==> src/rtl/insertion_sort_engine_macros.svh <==
// Assertion macros shared by the insertion sort engine modules.
`ifndef INSERTION_SORT_ENGINE_MACROS_SVH
`define INSERTION_SORT_ENGINE_MACROS_SVH

`ifndef SYNTH
// The consequent must hold in the same cycle as the antecedent.
`define ISE_ASSERT_NOW(lbl, clk, rst_n, ante, cons) \
    lbl: assert property (@(posedge clk) disable iff (!rst_n) (ante) |-> (cons)) \
        else $error("ise assertion failed");
// The consequent must hold in the cycle after the antecedent.
`define ISE_ASSERT_NEXT(lbl, clk, rst_n, ante, cons) \
    lbl: assert property (@(posedge clk) disable iff (!rst_n) (ante) |=> (cons)) \
        else $error("ise assertion failed");
`else
`define ISE_ASSERT_NOW(lbl, clk, rst_n, ante, cons)
`define ISE_ASSERT_NEXT(lbl, clk, rst_n, ante, cons)
`endif

`endif

==> src/rtl/ise_pkg.sv <==
// Package with the types and constants of the insertion sort engine.
package ise_pkg;

    localparam int DATA_W       = 32;
    localparam int CAPACITY_DEF = 16;

    typedef enum logic [0:0] {
        ST_LOAD,
        ST_EMIT
    } t_state;

    typedef struct packed {
        logic insert;
        logic pop;
    } t_dp_cmd;

    typedef struct packed {
        logic last_one;
        logic full;
    } t_dp_sts;

endpackage

==> src/rtl/ise_intf.sv <==
// Handshake interfaces for the key input and the sorted result output.
interface ise_in_if import ise_pkg::*; ();
    logic                     valid;
    logic                     ready;
    logic signed [DATA_W-1:0] key;
    logic                     last;

    modport source (output valid, output key, output last, input ready);
    modport sink (input valid, input key, input last, output ready);
endinterface

interface ise_out_if import ise_pkg::*; ();
    logic                     valid;
    logic                     ready;
    logic signed [DATA_W-1:0] sorted_key;
    logic                     final_res;
    logic                     overflow;

    modport source (output valid, output sorted_key, output final_res, output overflow,
                    input ready);
    modport sink (input valid, input sorted_key, input final_res, input overflow,
                  output ready);
endinterface

==> src/rtl/ise_datapath.sv <==
// Datapath: a row of sorted cells with parallel compare-and-shift insertion and pop.
`include "insertion_sort_engine_macros.svh"

module ise_datapath import ise_pkg::*; #(
    parameter int CAPACITY = CAPACITY_DEF,
    localparam int CNT_W   = $clog2(CAPACITY + 1)
) (
    input  logic                     i_clk,
    input  logic                     i_rst_n,
    input  t_dp_cmd                  i_cmd,
    input  logic signed [DATA_W-1:0] i_key,
    output t_dp_sts                  o_sts,
    output logic signed [DATA_W-1:0] o_sorted_key,
    output logic                     o_final_res,
    output logic                     o_overflow
);

    logic signed [DATA_W-1:0] r_cell [CAPACITY];
    logic signed [DATA_W-1:0] n_cell [CAPACITY];
    logic signed [DATA_W-1:0] up_val [CAPACITY];
    logic signed [DATA_W-1:0] dn_val [CAPACITY];
    logic [CAPACITY-1:0]      gt;
    logic [CAPACITY-1:0]      up_gt;
    logic [CNT_W-1:0]         r_count;
    logic [CNT_W-1:0]         n_count;
    logic                     r_dropped;
    logic                     n_dropped;
    logic                     full;
    logic                     last_one;

    assign full     = (r_count == CNT_W'(CAPACITY));
    assign last_one = (r_count == CNT_W'(1));

    for (genvar g = 0; g < CAPACITY; g++) begin : g_cell
        assign gt[g] = (CNT_W'(g) < r_count) && (r_cell[g] > i_key);
        if (g == 0) begin : g_first
            assign up_gt[g]  = 1'b0;
            assign up_val[g] = i_key;
        end else begin : g_rest
            assign up_gt[g]  = gt[g-1];
            assign up_val[g] = r_cell[g-1];
        end
        if (g == CAPACITY - 1) begin : g_top
            assign dn_val[g] = r_cell[g];
        end else begin : g_below
            assign dn_val[g] = r_cell[g+1];
        end
    end

    // A cell takes the key or its lower neighbor when it holds a larger entry
    // or is the first free cell; larger entries thus move up by one place.
    always_comb begin
        for (int i = 0; i < CAPACITY; i++) begin
            n_cell[i] = r_cell[i];
            if (i_cmd.insert && !full && (gt[i] || (CNT_W'(i) == r_count))) begin
                n_cell[i] = up_gt[i] ? up_val[i] : i_key;
            end else if (i_cmd.pop) begin
                n_cell[i] = dn_val[i];
            end
        end
    end

    always_comb begin
        n_count   = r_count;
        n_dropped = r_dropped;
        if (i_cmd.insert) begin
            if (full) begin
                n_dropped = 1'b1;
            end else begin
                n_count = r_count + CNT_W'(1);
            end
        end else if (i_cmd.pop) begin
            n_count = r_count - CNT_W'(1);
            if (last_one) begin
                n_dropped = 1'b0;
            end
        end
    end

    always_ff @(posedge i_clk) begin
        r_cell <= n_cell;
    end

    always_ff @(posedge i_clk) begin
        if (!i_rst_n) begin
            r_count   <= '0;
            r_dropped <= 1'b0;
        end else begin
            r_count   <= n_count;
            r_dropped <= n_dropped;
        end
    end

    assign o_sts.last_one = last_one;
    assign o_sts.full     = full;
    assign o_sorted_key   = r_cell[0];
    assign o_final_res    = last_one;
    assign o_overflow     = r_dropped;

    `ISE_ASSERT_NOW(a_cmd_excl, i_clk, i_rst_n, i_cmd.insert, !i_cmd.pop)
    `ISE_ASSERT_NOW(a_pop_nonempty, i_clk, i_rst_n, i_cmd.pop, r_count != '0)
    `ISE_ASSERT_NEXT(a_insert_grows, i_clk, i_rst_n, i_cmd.insert && !full,
        r_count == $past(r_count) + CNT_W'(1))
    `ISE_ASSERT_NEXT(a_set_closed, i_clk, i_rst_n, i_cmd.pop && last_one,
        (r_count == '0) && !r_dropped)
    `ISE_ASSERT_NOW(a_head_ordered, i_clk, i_rst_n, r_count > CNT_W'(1),
        !(r_cell[1] < r_cell[0]))

endmodule

==> src/rtl/ise_controller.sv <==
// Controller: state machine that sequences key loading and sorted emission.
`include "insertion_sort_engine_macros.svh"

module ise_controller import ise_pkg::*; (
    input  logic    i_clk,
    input  logic    i_rst_n,
    input  logic    i_in_valid,
    input  logic    i_in_last,
    input  logic    i_out_ready,
    input  t_dp_sts i_sts,
    output logic    o_in_ready,
    output logic    o_out_valid,
    output t_dp_cmd o_cmd
);

    t_state r_state;
    t_state n_state;

    always_ff @(posedge i_clk) begin
        if (!i_rst_n) begin
            r_state <= ST_LOAD;
        end else begin
            r_state <= n_state;
        end
    end

    always_comb begin
        n_state      = r_state;
        o_in_ready   = 1'b0;
        o_out_valid  = 1'b0;
        o_cmd.insert = 1'b0;
        o_cmd.pop    = 1'b0;
        case (r_state)
            ST_LOAD: begin
                o_in_ready = 1'b1;
                if (i_in_valid) begin
                    o_cmd.insert = 1'b1;
                    if (i_in_last) begin
                        n_state = ST_EMIT;
                    end
                end
            end
            ST_EMIT: begin
                o_out_valid = 1'b1;
                if (i_out_ready) begin
                    o_cmd.pop = 1'b1;
                    if (i_sts.last_one) begin
                        n_state = ST_LOAD;
                    end
                end
            end
            default: begin
                n_state = ST_LOAD;
            end
        endcase
    end

    `ISE_ASSERT_NOW(a_no_in_during_emit, i_clk, i_rst_n, r_state == ST_EMIT, !o_in_ready)
    `ISE_ASSERT_NEXT(a_last_starts_emit, i_clk, i_rst_n, o_cmd.insert && i_in_last,
        r_state == ST_EMIT)
    `ISE_ASSERT_NEXT(a_final_ends_emit, i_clk, i_rst_n, o_cmd.pop && i_sts.last_one,
        r_state == ST_LOAD)

endmodule

==> src/rtl/insertion_sort_engine.sv <==
// Insertion sort engine top level: stable ascending sort of signed Q16.16 keys.
// Keys may arrive every cycle while loading; a key is inserted unless the row is full.
// After the last key is inserted, the first result is valid on the next cycle, and one
// result leaves per cycle while the sink is ready; input is held off for those results.
// Insertion compares the key against every cell of the row at once and shifts in parallel.
// Reset clears the fill count, the overflow flag and the state; cell contents stay as they are.
module insertion_sort_engine import ise_pkg::*; #(
    parameter int CAPACITY = CAPACITY_DEF
) (
    input  logic      i_clk,
    input  logic      i_rst_n,
    ise_in_if.sink    i_in,
    ise_out_if.source o_out
);

    t_dp_cmd cmd;
    t_dp_sts sts;

    ise_controller u_ctrl (
        .i_clk       (i_clk),
        .i_rst_n     (i_rst_n),
        .i_in_valid  (i_in.valid),
        .i_in_last   (i_in.last),
        .i_out_ready (o_out.ready),
        .i_sts       (sts),
        .o_in_ready  (i_in.ready),
        .o_out_valid (o_out.valid),
        .o_cmd       (cmd)
    );

    ise_datapath #(
        .CAPACITY (CAPACITY)
    ) u_dp (
        .i_clk        (i_clk),
        .i_rst_n      (i_rst_n),
        .i_cmd        (cmd),
        .i_key        (i_in.key),
        .o_sts        (sts),
        .o_sorted_key (o_out.sorted_key),
        .o_final_res  (o_out.final_res),
        .o_overflow   (o_out.overflow)
    );

endmodule
==> src/flat_wrapper.sv <==
// flat-port wrapper written by rule: the top's interface ports become plain ports
module insertion_sort_engine_flat import ise_pkg::*;
#(
    parameter int CAPACITY = CAPACITY_DEF
)
  (i_clk, i_rst_n, i_in_valid, i_in_key, i_in_last, i_in_ready, o_out_valid, o_out_sorted_key, o_out_final_res, o_out_overflow, o_out_ready);
  ise_in_if i_in_i ();
  ise_out_if o_out_i ();
  input  logic i_clk;
  input  logic i_rst_n;
  input wire logic [$bits(i_in_i.valid)-1:0] i_in_valid;
  input wire logic [$bits(i_in_i.key)-1:0] i_in_key;
  input wire logic [$bits(i_in_i.last)-1:0] i_in_last;
  output wire logic [$bits(i_in_i.ready)-1:0] i_in_ready;
  output wire logic [$bits(o_out_i.valid)-1:0] o_out_valid;
  output wire logic [$bits(o_out_i.sorted_key)-1:0] o_out_sorted_key;
  output wire logic [$bits(o_out_i.final_res)-1:0] o_out_final_res;
  output wire logic [$bits(o_out_i.overflow)-1:0] o_out_overflow;
  input wire logic [$bits(o_out_i.ready)-1:0] o_out_ready;
  assign i_in_i.valid = i_in_valid;
  assign i_in_i.key = i_in_key;
  assign i_in_i.last = i_in_last;
  assign i_in_ready = i_in_i.ready;
  assign o_out_valid = o_out_i.valid;
  assign o_out_sorted_key = o_out_i.sorted_key;
  assign o_out_final_res = o_out_i.final_res;
  assign o_out_overflow = o_out_i.overflow;
  assign o_out_i.ready = o_out_ready;
  insertion_sort_engine #(.CAPACITY(CAPACITY)) u_core (.i_clk(i_clk), .i_rst_n(i_rst_n), .i_in(i_in_i), .o_out(o_out_i));
endmodule
==> config.mk <==
export PLATFORM = sky130hd
export DESIGN_NAME = insertion_sort_engine_flat
export DESIGN_NICKNAME = d
export VERILOG_FILES = /design/src/rtl/ise_pkg.sv /design/src/rtl/ise_intf.sv /design/src/rtl/ise_datapath.sv /design/src/rtl/ise_controller.sv /design/src/rtl/insertion_sort_engine.sv /design/src/flat_wrapper.sv
export VERILOG_INCLUDE_DIRS = /design/src /design/src/rtl
export SDC_FILE = /design/constraint.sdc
export NUM_CORES = 2
export LEC_CHECK = 0
export BUFFER_PORTS_ARGS = -buffer_cell sky130_fd_sc_hd__buf_4
export CAP_MARGIN = 30
export CORE_UTILIZATION = 35
export DETAILED_ROUTE_END_ITERATION = 10
export PLACE_DENSITY = 0.46
export SYNTH_ARGS = -nofsm -noshare
export SYNTH_HDL_FRONTEND = slang
export SYNTH_SLANG_ARGS = --single-unit
==> constraint.sdc <==
create_clock -name i_clk -period 6.5 [get_ports i_clk]
set_clock_uncertainty 0.2 [all_clocks]
set_input_delay 1.3 -clock i_clk [delete_from_list [all_inputs] [get_ports i_clk]]
set_output_delay 1.3 -clock i_clk [all_outputs]
set_load 0.05 [all_outputs]
==> out/qor.txt <==
Ys flop type -> edfxtp_1
IO buf count -> 72
Final period utilization -> 0.8442
TritonCTS clock tree -> built
Post-Syn Area per Cell -> 11.90 µm²
Gr ovfl total -> 0
Post-cts resize count -> 0
Sw Share -> 0.3404
XOR/XNOR Fraction of Synth Area -> 0.0008576
Die ar. -> 118100 µm²
Setup CP Type -> primary input to flip-flop
Global-route wire length before repair -> 189600 µm
Asr flop ratio synth -> 0
Layout Nets -> 4079
Worst r2r path cells -> 10
Total Routing Usage GR -> 0.2104
Core area -> 115000 µm²
Top Family by Delay on Critical Path -> buffers and inverters
Distinct cell type count of the synthesized netlist -> 77
Clock root buffer -> clkbuf_16
CP arrival -> 5670 ps
Antenna Diode Count -> 0
GR met3 Demand/Resource -> 0.03172
Cell Int Power -> 8.219 mW
Layout cells sized above 1 -> 0.2749
Critical path depth in cells -> 13
Pleak -> 17.94 nW
Startpoint Class -> primary input
Final Hold Fails -> 0
Dpl hpwl -> 97560 µm
CP peak stage delay -> 630 ps
Sequential Power Share -> 0.373
Placer Congestion -> 0.8765
Syn nets -> 3986
Met1 Resource Use GR -> 0.2822
Setup Buffers After CTS -> 0
CP max-delay cell -> nor4_1
Worst VDD drop -> 0.1742 mV
Worst Setup End Kind -> flip-flop
Tmin final -> 5488 ps
Worst path cell trace -> buf_4 > inv_1 > buf_4 > ha_1 > nand4_1 > nor4_1 > nor3b_2 > o31ai_1 > a31oi_1 > o21ai_4 > a21oi_4 > buf_4 > mux2_2
Largest fanout on the critical path -> 32
Gate power share -> 0.329
Clock sink count -> 519
Power density over the cells -> 272.4 nW/µm²
Htree depth -> 3
CTS clock-pin slew for the worst setup and hold paths -> 60 ps
Hold Crit Class -> flip-flop to flip-flop
Vias in the first global route -> 30270
Post-route ant nets -> 0
RSZ-0062 raised after global routing -> no
# rows -> 124
Via density -> 5.652
Status -> finished, final reports clean
Wire per inst -> 24.55 µm
I/O pin count -> 73
Most used cell along the critical path -> buf_4
DR vias -> 28730
Sequential fraction of the synthesis area -> 0.3798
Synth Area in Compound Gates -> 0.1009
Number of max-cap violations -> 0
Area growth from synthesis to layout -> 11.98%
Final slew viol count -> 0
FMAX -> 182.2 MHz
Hold Path Depth -> 1
Clk Latency, worst-skew pair -> 640 ps
Post-synthesis cell count -> 3432
Yosys warns -> 0
CTS max path bufs -> 3
Clock Power Share -> 0.298
Global routing's busiest layer -> met2
Cells after DPL -> 4965
Pin count of the biggest net entering global routing -> 68
Post-cts hold buffer count -> 0
Worst path bufs/invs -> 4
Data required time of the worst path -> 6680 ps
Routed WL -> 124800 µm
Main combinational cell family by area after synthesis -> multiplexers
Number of flops mapped to enable cells by yosys -> 512
Initial antenna violation count -> 0
Final std cells w/o fill -> 5084
Post-synthesis adder-cell area fraction -> 0.1584
1st-iter DRT viols -> 1732
CTS Buf Count -> 68
Die Ht -> 343.6 µm
Drt pass-1 iters -> 7
FF+latch count, synth -> 519
Simple-Gate Fraction of Synth Area -> 0.06981
Net load switching power -> 4.241 mW
Final setup fails -> 0
Die X -> 343.6 µm
Mapped Area -> 40850 µm²
Post-synthesis mux area share -> 0.2503
DRC viols -> 0
Slew HR -> 0.3480
GR Layer Usage met2 -> 0.3498
Starting density of the core -> 0.3553
Hold Slack -> 392.2 ps
Slew @ Worst Pin -> 976.9 ps
==> power by group through the flow <==
stage	clock (mW)	combinational (mW)	sequential (mW)
after floorplan	0	2.83	4.72
after global placement	0	3.97	4.71
after detailed placement	0	4.09	4.72
after CTS	3.82	4.11	4.65
after global routing	3.93	4.48	4.69
final	3.71	4.10	4.65
==> logic make-up (layout without fill, tap and decap cells) <==
group	after synthesis	in the layout
flops	519	519
compound gates	622	622
buf+inv	352	492
mux	928	928
simple gates	490	490
fa+ha+maj	517	517
xor+xnor	4	4
==> worst register-to-register path, cell delays in order (launching register included) <==
cell	delay (ps)
edfxtp_1	420
ha_1	340
nand4_1	210
nor4_1	640
nor3b_2	530
o31ai_1	250
a31oi_1	360
o21ai_4	120
a21oi_4	150
buf_4	580
mux2_2	430
==> worst paths after layout <==
path	slack [ps]	startpoint	to
setup reg to reg	2030	u_core.u_dp.dn_val[507]	u_core.u_dp.dn_val[511]
hold reg to reg	390	u_core.u_dp.dn_val[28]	u_core.u_dp.dn_val[92]
setup / recovery	1010	i_in_key[26]	u_core.u_dp.dn_val[511]
hold / removal	390	u_core.u_dp.dn_val[28]	u_core.u_dp.dn_val[92]
==> layout by cell type (no fill, tap or decap), types with 8 or more instances in the layout <==
cell	n
a21oi_1	226
nand2b_1	43
a221oi_1	16
o21a_1	45
clkinv_1	17
nor4_1	22
buf_12	10
mux2_1	16
nand4b_1	34
clkbuf_16	71
mux2_4	28
o211ai_1	57
inv_1	170
buf_4	190
nand4_1	99
nor2_1	22
mux2_2	611
a41oi_1	32
a31oi_1	8
o21ai_4	9
a21o_1	91
nor3_1	15
nand2_1	118
edfxtp_1	512
nand3_1	47
o21ai_0	65
mux2i_1	272
clkbuf_1	14
nor2b_1	26
ha_1	516
and4_1	17
==> cells in the mapped netlist (all sizes together) (4+ instances only) <==
cell    number  share of area
a221o        6         0.0015
dfxtp        7         0.0034
o21ai       74          0.010
ha         517           0.16
a31oi        9         0.0014
buf        112          0.018
nor4        25         0.0045
and4        17         0.0036
nand3b       6         0.0011
nand2b      49         0.0075
a41oi       32         0.0069
nor3        15         0.0018
nand4       99          0.015
nor3b        9         0.0021
o211ai      57          0.010
clkbuf      70         0.0065
edfxtp     512           0.38
o211a        6         0.0015
nand3       47         0.0058
a22o         5         0.0011
nor2        24         0.0023
mux2       655           0.18
a21o        91          0.017
inv        170          0.016
and2         7         0.0011
a211oi       4        0.00086
a21oi      232          0.029
a21boi       7         0.0013
o21a        48         0.0088
nor2b       26         0.0040
a221oi      16         0.0034
mux2i      273          0.067
nand2      119          0.011
o31a         4        0.00086
o31ai        9         0.0017
nand4b      34         0.0073
==> flip-flops by register name, summed over array words and instances, names as in the netlist <==
signal and flops:
u_core.u_ctrl.r_state 1, u_core.u_dp.o_sorted_key 32, u_core.u_dp.o_overflow 1, u_core.u_dp.r_count 5
u_core.u_dp.dn_val 480
==> area by class of cell <==
cell class | count | area (µm²)
Multi-Input combinational cell | 2561 | 23920
Inverter | 170 | 638.1
Clock buffer | 87 | 1857
Timing Repair Buffer | 205 | 1684
Tap cell | 1512 | 1892
Clock inverter | 30 | 235.2
Sequential cell | 519 | 15510
Fill cell | 10850 | 69220
==> per-stage QoR <==
step           power (mW)  cell area, µm²  TNS (ps)    util  setup WS [ps]
5_1_grt             13.11           45740         0  0.3979          976.2
3_5_place_dp        8.806           43630         0  0.3795          501.8
2_1_floorplan       7.544           40850         0       -           1446
3_3_place_gp        8.684           43590    -756.8  0.3792         -39.39
4_1_cts             12.58           45720         0  0.3977           1189
6_report            12.46           45740         0  0.3979           1012
==> metal layers <==
metal / part of all wire / up-vias
li1: - / 13620
met1: 0.46 / 14330
met2: 0.47 / 585
met3: 0.039 / 197
met4: 0.026 / 0
met5: 0 / -
No activity file was read; power rests on OpenSTA's default activity.
